### config.mk
export PLATFORM = sky130hd
export DESIGN_NAME = sspt_ram
export DESIGN_NICKNAME = d
export VERILOG_FILES = /design/src/rtl/sspt_pkg.sv /design/src/rtl/sspt_ram.sv
export SDC_FILE = /design/constraint.sdc
export NUM_CORES = 1
export LEC_CHECK = 0
export BUFFER_PORTS_ARGS = -buffer_cell sky130_fd_sc_hd__clkbuf_2
export CORE_ASPECT_RATIO = 1.2
export CORE_MARGIN = 2
export CORE_UTILIZATION = 25
export CTS_CLUSTER_DIAMETER = 80
export CTS_CLUSTER_SIZE = 20
export DETAILED_ROUTE_END_ITERATION = 12
export SLEW_MARGIN = 15
export SYNTH_ARGS = -nofsm -noshare
export SYNTH_HDL_FRONTEND = slang
export SYNTH_SLANG_ARGS = --single-unit
export TNS_END_PERCENT = 100
### constraint.sdc
create_clock -name clk_i -period 3 [get_ports clk_i]
set_input_delay 0.6 -clock clk_i [delete_from_list [all_inputs] [get_ports clk_i]]
set_output_delay 0.6 -clock clk_i [all_outputs]
set_load 0.005 [all_outputs]
### src/rtl/sspt_pkg.sv
package sspt_pkg;

  // fixed field widths of the request and result channels
  localparam int unsigned TOGGLE_W  = 6;
  localparam int unsigned SETSZ_W   = 6;
  localparam int unsigned SUMSET_W  = 7;
  localparam int unsigned PRODSET_W = 12;

  // representation counts wrap within this width
  localparam int unsigned REP_W = 6;

  // count steps: ordered pair of two members, and a member paired with itself
  localparam int unsigned DELTA_PAIR = 2;
  localparam int unsigned DELTA_SELF = 1;

  // result of one read-modify-write of a representation count
  typedef struct packed {
    logic [REP_W-1:0] count;
    logic             rise;
    logic             fall;
  } rep_upd_t;

endpackage

### src/rtl/sspt_ram.sv
module sspt_ram import sspt_pkg::*; #(
  parameter int unsigned WIDTH = 8,
  parameter int unsigned DEPTH = 64,
  localparam int unsigned AW = (DEPTH > 1) ? $clog2(DEPTH) : 1
) (
  input  logic             clk_i,
  input  logic             we_i,
  input  logic [AW-1:0]    waddr_i,
  input  logic [WIDTH-1:0] wdata_i,
  input  logic [AW-1:0]    raddr_i,
  output logic [WIDTH-1:0] rdata_o
);

  logic [WIDTH-1:0] mem_q [DEPTH];
  logic [WIDTH-1:0] rdata_q;

  // one write port, one registered read port
  always_ff @(posedge clk_i) begin
    if (we_i) begin
      mem_q[waddr_i] <= wdata_i;
    end
    rdata_q <= mem_q[raddr_i];
  end

  assign rdata_o = rdata_q;

endmodule

==> results.ini <==
[cts]
insertion_delay_ps = 590
post_cts_hold_buffer_count = 0
cts-root-buf = clkbuf_16
clkTransAtPathRegs_ps = 80
cts_max_level = 1
cts_buffers = 29
post_cts_buffers = 0
clk_path_buf_depth = 3
cts_resized = 0
tritoncts = yes
clock-sinks = 520

[placement]
dpl_cell_area_sq_um = 22300
dp_hpwl_microns = 31300
port_buffers = 29
gp_congestion = 0.792
dpl.cell_count = 2072

[grt]
overflow = 0
antenna_found_initial = 3
grt_max_degree = 65
grt_usage = 0.112
grt_pass1_vias = 9888
grt_pass1_wl_microns = 68900

[power_and_ir_drop]
ir_worst_vdd_v = 0.000413
p_leak_nw = 7.07
switching_power_mw = 2.68
netSwitchingFraction = 0.209
p_per_area_nw_per_um2 = 557
seq_power_share = 0.627
combPwrFrac = 0.061
pwr-share-clk = 0.312
p_int_mw = 10.2

[yosys]
syn_inst = 940
netlist_area_sq_um = 20200
ys.flop_type = edfxtp_1
synthArstFlopShare = 0
synth_edf_count = 512
synth_nets = 962
avgSynthCellArea_sq_um = 21.5
ys_types = 40
yosysWarnings = 0
ys_seq_elements = 520
seq_area_frac_synth = 0.770

[setup_path]
cp_slowest_cell = nor3_1
rrSetupSlack_ps = 550
crit_chain = clkbuf_8, mux4_2, mux2_2, o221a_2, nor3_1, o32ai_1
crit_arrival_ps = 3040
worstReg2RegStart = mem_q[21][6]
critPathLaunchType = input pin
rr_worst_depth = 5
slowest_delay_ps = 660
required_ps = 3440
r2r_end = rdata_o[6]
path_max_fanout = 32
critPathKind = in2reg
critPathCaptureType = register

[worst_hold_path]
hold_path_startpoint = wdata_i[7]
holdPathStages = 1
hold_class = in2reg
hold_end = mem_q[22][7]

[route]
post_drt_via_cell_ratio = 4.52
dr.pass1.iters = 8
routed_wirelength_microns = 46600
drc = 0
drtAntennaViolNets = 0
wl_per_cell_microns = 21.9
dr_total_vias = 9607
drt_iter0_drc = 913

[timing]
worst-slew-pin-transition_ps = 862
slew_headroom = 0.426
tns_ps = 0
rsz0062_at_grt = false
fin_crit_ps = 2600
fin_skew_ps = 12.1
fin_hold_ws_ps = 300
fin_crit_sh = 0.868
setup-violations-final = 0
drv_slew = 0
max_freq_ghz = 0.384
finalHoldViolations = 0

[floorplanning]
pin_count = 30
fp-row-count = 114
start_util = 0.252
design.die.area_sq_um = 83000
fp.dieH_microns = 315
die_x_microns = 263
core_sq_um = 80200

[cells_and_area]
drive_gt1_frac = 0.287
fillCellCount = 7850
nets = 1081
fin_cells = 2126
final_cell_mix = edfxtp_1, mux4_2, buf_4
final_area_sq_um = 23100
area_growth_pct = 14.4
layout_commonest_cell = edfxtp_1

[run_status]
outcome = completed

[run]
maxCapViolCount = 0

## per-stage QoR
step / setup WS [ps] / total power [mW] / util
after floorplan: 732 / 8.64 / -
final: 397 / 12.9 / 0.288
after global placement: -227 / 9.02 / 0.278
after detailed placement: -263 / 9.03 / 0.278
after CTS: 358 / 13.0 / 0.288
after global routing: 292 / 13.3 / 0.288
## power by group through the flow
stage          logic [mW]  clock network [mW]  registers (mW)
6_report            0.783                4.02            8.06
5_1_grt             0.843                4.36            8.07
4_1_cts             0.800                4.14            8.06
3_5_place_dp        0.799                   0            8.23
3_3_place_gp        0.789                   0            8.23
2_1_floorplan       0.429                   0            8.21
## logic make-up (layout without fill, tap and decap cells)
logic type / count (synthesis) / in the layout / share of synthesized area
other: 0 / 1 / 0
flip-flops: 520 / 520 / 0.770
AO/OA/AOI/OAI: 54 / 54 / 0.0207
buffers and inverters: 51 / 192 / 0.0157
multiplexers: 162 / 162 / 0.159
AND/OR/NAND/NOR: 153 / 153 / 0.0339
## synth_stat cells (4+ instances only)
library cell | number | area share
edfxtp_1 | 512 | 0.76
nand3_1 | 13 | 0.0032
dfxtp_1 | 8 | 0.0079
buf_1 | 4 | 0.00074
nand2b_1 | 7 | 0.0022
mux2_2 | 13 | 0.0073
nor2b_1 | 14 | 0.0043
buf_2 | 11 | 0.0027
o22ai_1 | 8 | 0.0025
nor2_1 | 83 | 0.015
nor3_1 | 7 | 0.0017
mux2i_1 | 23 | 0.011
mux4_2 | 126 | 0.14
buf_6 | 4 | 0.0022
a211oi_1 | 4 | 0.0015
a221oi_1 | 6 | 0.0026
clkbuf_1 | 17 | 0.0032
nand2_1 | 19 | 0.0035
o221ai_1 | 8 | 0.0035
buf_4 | 13 | 0.0048
## registers in the layout, summed over array words and instances (netlist names)
| name | flops |
|---|---|
| mem_q | 512 |
| rdata_o | 8 |
## critical path, delay by kind of cell
family	cells	cell delay, ps
multiplexers	2	850
AND/OR/NAND/NOR	1	660
AO/OA/AOI/OAI	2	510
buffers and inverters	1	380
## layout make-up
class                           count  area [sq um]  area share
Sequential cell                   520         15500       0.673
Tap cell                         1044          1310      0.0566
Clock buffer                       52           812      0.0352
Timing Repair Buffer              139          1100      0.0475
Antenna cell                        1          2.50    0.000108
Clock inverter                      1          8.76    0.000380
Multi-Input combinational cell    369          4320       0.187
## worst max-delay path by stage
stage | from | to | slack, ps | cells after the start
after global routing | raddr_i[0] | rdata_o[6] | 290 | 6
after detailed placement | raddr_i[0] | rdata_o[6] | -260 | 6
final | raddr_i[0] | rdata_o[6] | 400 | 6
after global placement | raddr_i[0] | rdata_o[6] | -230 | 6
after CTS | raddr_i[0] | rdata_o[6] | 360 | 6
after floorplan | raddr_i[1] | rdata_o[3] | 730 | 7
## routing by layer
layer	global-route usage	share of wire
met1	0.139	0.40
met2	0.199	0.52
met3	0.0132	0.046
met4	0.0448	0.036
met5	0	0.00058
No activity file was read; power rests on OpenSTA's default activity.
