<file path="src/rtl/sspt_pkg.sv">
package sspt_pkg;

  // fixed field widths of the request and result channels
  localparam int unsigned TOGGLE_W  = 6;
  localparam int unsigned SETSZ_W   = 6;
  localparam int unsigned SUMSET_W  = 7;
  localparam int unsigned PRODSET_W = 12;

  // representation counts wrap within this width
  localparam int unsigned REP_W = 6;

  // count steps: ordered pair of two members, and a member paired with itself
  localparam int unsigned DELTA_PAIR = 2;
  localparam int unsigned DELTA_SELF = 1;

  // result of one read-modify-write of a representation count
  typedef struct packed {
    logic [REP_W-1:0] count;
    logic             rise;
    logic             fall;
  } rep_upd_t;

endpackage

</file>
<file path="src/rtl/sspt_rep_upd.sv">
module sspt_rep_upd import sspt_pkg::*; (
  input  logic [REP_W-1:0] old_i,
  input  logic             add_i,
  input  logic             self_i,
  output rep_upd_t         upd_o
);

  logic [REP_W-1:0] delta;
  logic [REP_W-1:0] new_count;

  // step by one for the self pair, by two for a pair of distinct members
  assign delta     = self_i ? REP_W'(DELTA_SELF) : REP_W'(DELTA_PAIR);
  assign new_count = add_i ? (old_i + delta) : (old_i - delta);

  // a count leaving zero adds a distinct value, one reaching zero drops it
  assign upd_o.count = new_count;
  assign upd_o.rise  = add_i && (old_i == '0);
  assign upd_o.fall  = !add_i && (new_count == '0);

endmodule

</file>
<file path="config.mk">
export PLATFORM = sky130hd
export DESIGN_NAME = sspt_rep_upd
export DESIGN_NICKNAME = d
export VERILOG_FILES = /design/src/rtl/sspt_pkg.sv /design/src/rtl/sspt_rep_upd.sv
export SDC_FILE = /design/constraint.sdc
export NUM_CORES = 1
export LEC_CHECK = 0
export BUFFER_PORTS_ARGS = -buffer_cell sky130_fd_sc_hd__buf_2
export CAP_MARGIN = 20
export CORE_AREA = 2 2 39 41
export DETAILED_ROUTE_END_ITERATION = 6
export DIE_AREA = 0 0 41 43
export PLACE_DENSITY_LB_ADDON = 0.08
export SETUP_SLACK_MARGIN = 0.05
export SYNTH_ARGS = -nofsm -noshare
export SYNTH_HDL_FRONTEND = slang
export SYNTH_SLANG_ARGS = --single-unit
</file>
<file path="constraint.sdc">
create_clock -name vclk -period 3.3
set_clock_uncertainty 0.2 [all_clocks]
set_input_delay 0.66 -clock vclk [all_inputs]
set_output_delay 0.66 -clock vclk [all_outputs]
set_load 0.005 [all_outputs]
</file>
==> out/metrics.csv, run 1 <==
stage;metric;value;unit
grt;overflow;0;
placement;io_buffers;16;
cells_and_area;insertedDiodeCount;0;
power;pwr-share-seq;0;%
worst_setup_path;path_class;input port to output port;
timing;slew_headroom;82.24;%
placement;gp_congestion;0.6971;
run_status;status;finished, final reports clean;
placement;place_inst;69;
placement;postPlaceCellArea;367.9;sq um
power;power-per-cell-area;172.7;nW/um^2
worst_setup_path;critPathMaxFanout;2;
synth;yosys_warnings;0;
floorplan;core-area;1384;sq um
routing;dr.first_iter.drc_count;1;
min_path;min_path_type;input port to output port;
synth;synthCells;37;
timing;hold_violations;0;
worst_setup_path;cpMaxStageDelayCell;fa_1;
worst_setup_path;required;2.44;ns
timing;fin_tns_setup;0;ns
cells_and_area;design_area;374.1;sq um
grt;grt_use_total;7.407;%
power;ir_drop;0.03305;mV
routing;drcViolationCount;0;
placement;post-dp-hpwl;600.3;um
power;p_sw;0.03272;mW
worst_setup_path;endpoint_kind;output port;
cells_and_area;n_clock_buffer;0;
floorplan;start_util;19.35;%
cells_and_area;register_area;0;sq um
floorplan;die_area;1763;sq um
routing;drt_first_pass_iters;4;
routing;viasPerCell;4.406;
synth;synth-seq-area-share;0;%
grt;grt_pass1_vias;250;
timing;setup_viol;0;
timing;drv_slew;0;
synth;synth.area.top_cells;ha_1 23%, inv_1 8.4%, fa_1 7.5%;
floorplan;rows;14;
grt;antenna_found_initial;0;
routing;final_antenna_net_count;0;
run;drv_cap;0;
synth;synth_cell_types;20;
floorplan;die_w;41;um
routing;vias;304;
power;p_sw_share;50.66;%
cells_and_area;drive_gt1_share;35.85;%
timing;grt_setup_unrepaired;no;
worst_setup_path;critical_path_depth;9;
worst_setup_path;startpoint_type;input port;
clocking;cts_hold_buf;0;
floorplan;io_pins;16;
worst_setup_path;crit_arrival;2.22;ns
routing;routedWlPerCell;9.522;um
power;p_comb_share;100.0;%
cells_and_area;area_growth;39.72;%
power;power.internal;0.03187;mW
cells_and_area;nFlopsAndLatches;0;
cells_and_area;final_cells;69;
timing;clock.fmax;0.3244;GHz
synth;synthesis.area;267.8;sq um
routing;drt-total-wl;657;um
min_path;whs_path_depth;3;
timing;tightest_slew;0.2649;ns
synth;synth_top_area_share;23.36;%
grt;grt_pass1_wl;993;um
grt;grt_max_degree;5;
worst_setup_path;crit_buf_inv;4;
synth;syn-num-nets;51;
worst_setup_path;crit_path_cell_trace;buf_2, ha_1, inv_1, fa_1, inv_1, nor4_2, o21ai_0, nor4_1, buf_2;
timing;fin_crit;3.083;ns
synth;yosysTopAreaCell;ha_1;
timing;min_period_over_period;93.42;%
synth;avgSynthCellArea;7.237;sq um
worst_setup_path;critical_path.top_delay_family;adder cells;
power;p_clk_share;0;%
cells_and_area;multi_input_area;251.5;sq um
cells_and_area;num-fill-cells;154;
floorplan;die_h;43;um
power;power;0.06459;mW
power;p_leak;0.1916;nW
cells_and_area;nNetsFinal;69;
worst_setup_path;slowest_delay;0.48;ns
tightest hold or removal path, stage by stage:
cell and delay (ns):
buf_2 0.09, nor4_1 0.04, buf_2 0.11
worst paths after layout:
check | startpoint | endpoint | slack, ns
worst min-delay path | old_i[5] | upd_o[1] | 1.37
worst max-delay path | old_i[0] | upd_o[0] | 0.22
power groups by stage:
| stage | Combinational [mW] | Sequential (mW) | Clock, mW |
|---|---|---|---|
| 6_report | 0.0646 | 0 | 0 |
| 5_1_grt | 0.0739 | 0 | 0 |
| 4_1_cts | 0.0646 | 0 | 0 |
| 3_5_place_dp | 0.0643 | 0 | 0 |
| 3_3_place_gp | 0.0658 | 0 | 0 |
| 2_1_floorplan | 0.0403 | 0 | 0 |
cells in the final DEF, fill, tap and decap left out, types with 2 or more instances in the layout:
cell type	count
buf_2	16
ha_1	5
inv_1	6
nor2_1	5
nor4_1	2
o21ai_0	2
xnor2_1	2
metrics by stage:
stage	util, %	hold WS, ns	setup WS [ns]
after floorplan	-	1.154	0.4935
after global placement	26.58	1.375	0.09730
after detailed placement	26.58	1.374	0.1193
after CTS	26.58	1.374	0.1177
after global routing	27.03	1.394	0.05821
final	27.03	1.371	0.2170
synth_stat cells:
cell	instances
a211oi_1	1
a211oi_2	1
a21oi_1	1
a31o_1	1
and2_1	1
fa_1	1
ha_1	5
inv_1	6
nand2_1	1
nand2b_1	1
nor2_1	5
nor4_1	3
o21a_1	1
o21ai_0	2
o21ba_2	1
o21bai_1	1
or2_1	1
or4_1	1
xnor2_1	2
xor2_1	1
cells by family after synthesis:
| kind of cell | synth area share, % |
|---|---|
| xor+xnor | 9.815 |
| simple gates | 25.24 |
| buf+inv | 8.411 |
| compound gates | 25.70 |
| fa+ha+maj | 30.84 |
area by class of cell:
type                       instances  area share, %
timing repair buffer              16          21.40
multi-input combinational         31          67.22
tap                               16          5.351
inverter                           6          6.020
per-layer routing:
layer | vias up | global-route usage (%) | wire length (um)
met4 | 0 | 0 | 0
li1 | 164 | - | -
met1 | 130 | 10.51 | 308
met2 | 10 | 12.50 | 302
met5 | - | 0 | 0
met3 | 0 | 0.5236 | 45
what timing repair did:
| action | in CTS | in global routing |
|---|---|---|
| resized for setup | 0 | 1 |
| buffers inserted | 0 | 0 |
| setup endpoints to repair | 0 | 1 |
Power figures use the tool's default switching activity.
==> run 2: changes to the inputs <==
- clock period: 3.3 -> 2.9 ns (I/O delays scaled with it)
==> out/metrics.csv, run 2 (synthesis gave the netlist of run 1 again) <==
stage;metric;value;unit;change
timing;fin_tns_setup;0;ns;unchanged
floorplan;io_pins;16;;unchanged
min_path;min_path_type;input port to output port;;
grt;overflow;0;;unchanged
timing;setup_viol;0;;unchanged
worst_setup_path;endpoint;upd_o[0];;
cells_and_area;num-fill-cells;149;;-3.2%
floorplan;start_util;19.35;%;unchanged
timing;hold_violations;0;;unchanged
grt;antenna_found_initial;0;;unchanged
cells_and_area;area_growth;114.0;%;
cells_and_area;final_cell_mix;12 x buf_2, 8 x buf_4, 5 x inv_1;;
floorplan;rows;14;;unchanged
clocking;cts_hold_buf;0;;unchanged
floorplan;die_area;1763;sq um;unchanged
timing;clock.fmax;0.3522;GHz;
grt;grt_pass1_wl;1214;um;+22%
placement;gp_congestion;0.7787;;+12%
worst_setup_path;path_class;input port to output port;;
placement;post-dp-hpwl;665.4;um;+11%
floorplan;die_w;41;um;unchanged
timing;grt_setup_unrepaired;yes;;
routing;routedWlPerCell;11.05;um;+16%
worst_setup_path;startpoint_type;input port;;
worst_setup_path;critPathMaxFanout;2;;unchanged
cells_and_area;insertedDiodeCount;0;;unchanged
timing;drv_slew;0;;unchanged
cells_and_area;nFlopsAndLatches;0;;unchanged
timing;fin_crit;2.839;ns;
cells_and_area;final_common_cell;buf_2;;
routing;drt-total-wl;873;um;+33%
cells_and_area;n_clock_buffer;0;;unchanged
placement;pre_cts_ws;-0.06618;ns;-0.1855 ns
cells_and_area;nNetsFinal;79;;+14%
power;ir_drop;0.06342;mV;+92%
worst_setup_path;critPathLaunch;self_i;;
timing;timing.hold.ws;1.217;ns;-0.1541 ns
timing;tightest_slew;0.3207;ns;+0.05587 ns
routing;drcViolationCount;0;;unchanged
cells_and_area;fin_util;41.41;%;+14 points
timing;min_period_over_period;97.91;%;
worst_setup_path;crit_arrival;2.06;ns;-0.16 ns
cells_and_area;register_area;0;sq um;unchanged
routing;viasPerCell;4.544;;+3.1%
routing;vias;359;;+18%
run;drv_cap;0;;unchanged
timing;layout_setup_ws;0.06052;ns;-0.1565 ns
grt;grt_max_degree;5;;unchanged
power;p_leak;0.2644;nW;+38%
routing;drt_first_pass_iters;4;;unchanged
cells_and_area;drive_gt1_share;63.49;%;+28 points
worst_setup_path;endpoint_kind;output port;;
worst_setup_path;required;2.12;ns;-0.32 ns
grt;grt_pass1_vias;306;;+22%
routing;final_antenna_net_count;0;;unchanged
placement;io_buffers;16;;unchanged
timing;slew_headroom;78.46;%;-3.8 points
run_status;status;finished, final reports clean;;
floorplan;die_h;43;um;unchanged
floorplan;core-area;1384;sq um;unchanged
routing;dr.first_iter.drc_count;1;;unchanged
power;power-per-cell-area;204.3;nW/um^2;+18%
grt;grt_use_total;9.200;%;+1.8 points
-- run 2: stage by stage --
| step | total power [mW] | cells | cell area (sq um) |
|---|---|---|---|
| final | 0.1171 | 79 | 573.1 |
| after global routing | 0.1294 | 79 | 573.1 |
| after CTS | 0.09447 | 78 | 479.2 |
| after detailed placement | 0.08212 | 76 | 420.4 |
| after global placement | 0.08391 | 76 | 420.4 |
| after floorplan | 0.04583 | 37 | 267.8 |
-- run 2: power by group --
part | switching [mW] | internal (mW) | leakage (nW) | total [mW]
registers | 0 | 0 | 0 | 0
logic | 0.0537 | 0.0634 | 0.264 | 0.117
clock network | 0 | 0 | 0 | 0
-- run 2: cell type report --
cell class / count / area (sq um) / share of cell area, %
Timing Repair Buffer: 26 / 195.2 / 34.06
Tap cell: 16 / 20.02 / 3.493
Multi-Input combinational cell: 31 / 335.3 / 58.52
Inverter: 6 / 22.52 / 3.930
-- run 2: what timing repair did --
| item | CTS | global route |
|---|---|---|
| gates resized for setup | 13 | 17 |
| pin swaps | 7 | 6 |
| setup buffers | 2 | 1 |
| endpoints found under the setup margin | 2 | 3 |
-- run 2: how the worst min path moves through the flow --
stage	from	to	slack [ns]	depth (start not counted)
5_1_grt	old_i[5]	upd_o[1]	1.23	3
3_3_place_gp	old_i[5]	upd_o[1]	1.22	3
4_1_cts	old_i[5]	upd_o[1]	1.22	3
3_5_place_dp	old_i[5]	upd_o[1]	1.22	3
2_1_floorplan	old_i[5]	upd_o[1]	0.99	1
6_report	old_i[5]	upd_o[1]	1.22	3
-- run 2: worst max-delay path, cell delays in order --
cell and delay (ns):
buf_8 0.08, nand2_4 0.05, buf_6 0.11, ha_4 0.20, a211oi_2 0.21, buf_4 0.17, nor2_4 0.03, a31o_1 0.23
nor4_2 0.25, buf_2 0.14
-- run 2: metal layers --
metal  vias up  global-route usage (%)  wire length (um)
met5         -                       0                 0
met4         0                       0                 0
met3         0                  0.5236                45
met2         8                   15.94               473
met1       167                   12.70               354
li1        184                       -                 -
==> run 3: changes to the inputs <==
- clock period: 2.9 -> 2.37 ns (I/O delays scaled with it)
==> out/metrics.csv, run 3 (synthesis gave the netlist of run 1 again) <==
stage;metric;value;unit;change
placement;post-dp-hpwl;692.8;um;+4.1%
min_path;min_path_type;input port to output port;;
worst_setup_path;crit_buf_inv;4;;unchanged
timing;tightest_slew;0.2964;ns;-0.02430 ns
grt;antenna_found_initial;0;;unchanged
cells_and_area;insertedDiodeCount;0;;unchanged
cells_and_area;num-fill-cells;145;;-2.7%
power;p_sw;0.06584;mW;+23%
routing;dr.first_iter.drc_count;0;;-1
timing;slew_headroom;80.17;%;+1.7 points
worst_setup_path;cpMaxStageDelayCell;fa_2;;
worst_setup_path;crit_arrival;1.93;ns;-0.13 ns
grt;grt_pass1_wl;1435;um;+18%
timing;min_period_over_period;109.8;%;
grt;grt_use_total;10.80;%;+1.6 points
power;p_comb_share;100.0;%;about the same
placement;gp_congestion;0.7119;;-8.6%
routing;drcViolationCount;0;;unchanged
grt;grt_max_degree;5;;unchanged
cells_and_area;n_clock_buffer;0;;unchanged
timing;grt_setup_unrepaired;yes;;
cells_and_area;drive_gt1_share;71.43;%;+7.9 points
power;power;0.1618;mW;+38%
timing;layout_setup_ws;-0.2328;ns;-0.2934 ns
floorplan;die_w;41;um;unchanged
worst_setup_path;startpoint_type;input port;;
cells_and_area;area_growth;134.1;%;
floorplan;die_area;1763;sq um;unchanged
placement;io_buffers;16;;unchanged
worst_setup_path;critical_path.top_delay_family;adder cells;;
power;pwr-share-seq;0;%;unchanged
floorplan;io_pins;16;;unchanged
grt;overflow;0;;unchanged
cells_and_area;final_common_cell;buf_4;;
routing;drt_first_pass_iters;1;;-3
timing;fin_crit;2.603;ns;
floorplan;start_util;19.35;%;unchanged
worst_setup_path;required;1.70;ns;-0.42 ns
grt;grt_pass1_vias;370;;+21%
worst_setup_path;endpoint_kind;output port;;
power;power-per-cell-area;258.1;nW/um^2;+26%
run;drv_cap;0;;unchanged
cells_and_area;nNetsFinal;86;;+8.9%
floorplan;die_h;43;um;unchanged
power;p_leak;0.2962;nW;+12%
power;ir_drop;0.08186;mV;+29%
floorplan;core-area;1384;sq um;unchanged
worst_setup_path;crit_path_cell_trace;buf_8, nand2_4, inv_1, fa_2, inv_2, nor4_2, o21ai_1, nor4_1, buf_2;;
cells_and_area;register_area;0;sq um;unchanged
run_status;status;complete, but fails checks;;
worst_setup_path;slowest_delay;0.53;ns;+0.28 ns
worst_setup_path;path_class;input port to output port;;
power;power.internal;0.09593;mW;+51%
worst_setup_path;critPathMaxFanout;3;;+1
timing;hold_violations;0;;unchanged
routing;vias;378;;+5.3%
timing;fin_tns_setup;-0.3841;ns;-0.3841 ns
power;p_sw_share;40.70;%;-5.2 points
routing;drt-total-wl;841;um;-3.7%
routing;viasPerCell;4.395;;-3.3%
floorplan;rows;14;;unchanged
cells_and_area;final_cell_mix;15 x buf_4, 13 x buf_2, 4 x nor2_1;;
cells_and_area;nFlopsAndLatches;0;;unchanged
timing;setup_viol;2;;+2
timing;clock.fmax;0.3842;GHz;
placement;pre_cts_ws;-0.4159;ns;-0.3497 ns
routing;routedWlPerCell;9.779;um;-12%
timing;drv_slew;0;;unchanged
run_status;violations;negative setup slack;;
routing;final_antenna_net_count;0;;unchanged
power;p_clk_share;0;%;unchanged
## run 3: cell types whose count changed in the layout (fill, tap and decap cells not counted), sizes merged
cell,change
buf,+7
clkinvlp,+1
inv,-1
## run 3: power groups by stage
stage	logic [mW]	registers, mW	clock network [mW]
finish	0.162	0	0
global route	0.180	0	0
CTS	0.154	0	0
detailed placement	0.123	0	0
global placement	0.125	0	0
floorplan	0.0561	0	0
## run 3: cell type report
class                           count  area (sq um)  share of cell area, %
Tap cell                           16         20.02                  3.194
Multi-Input combinational cell     31         335.3                  53.49
Timing Repair Buffer               33         245.2                  39.12
Inverter                            6         26.28                  4.192
## run 3: final timing paths
check                 startpoint  endpoint  slack, ns  cells after the start
worst min-delay path    old_i[5]  upd_o[1]       1.00                      3
worst max-delay path       add_i  upd_o[0]      -0.23                      9
## run 3: per-layer routing
layer	vias up	share of wire, %	global-route usage, %
met5	-	0	0
met1	173	45	15.56
li1	197	-	-
met3	0	4.8	0.5236
met2	8	50	18.13
met4	0	0	0
## run 3: repair_timing
item | CTS | global route
resized for setup | 26 | 7
pin swaps | 12 | 4
setup buffers | 3 | 0
setup endpoints to repair | 5 | 5
hold buffers | 0 | 0
cloned | 0 | 0
## run 3: per-stage QoR
stage	instance area, sq um	hold slack, ns	std cells	utilization (%)
floorplan	267.8	0.7821	37	-
global placement	488.0	1.001	85	35.26
detailed placement	488.0	1.005	85	35.26
CTS	595.6	1.006	86	43.04
global route	626.9	1.017	86	45.30
finish	626.9	1.005	86	45.30
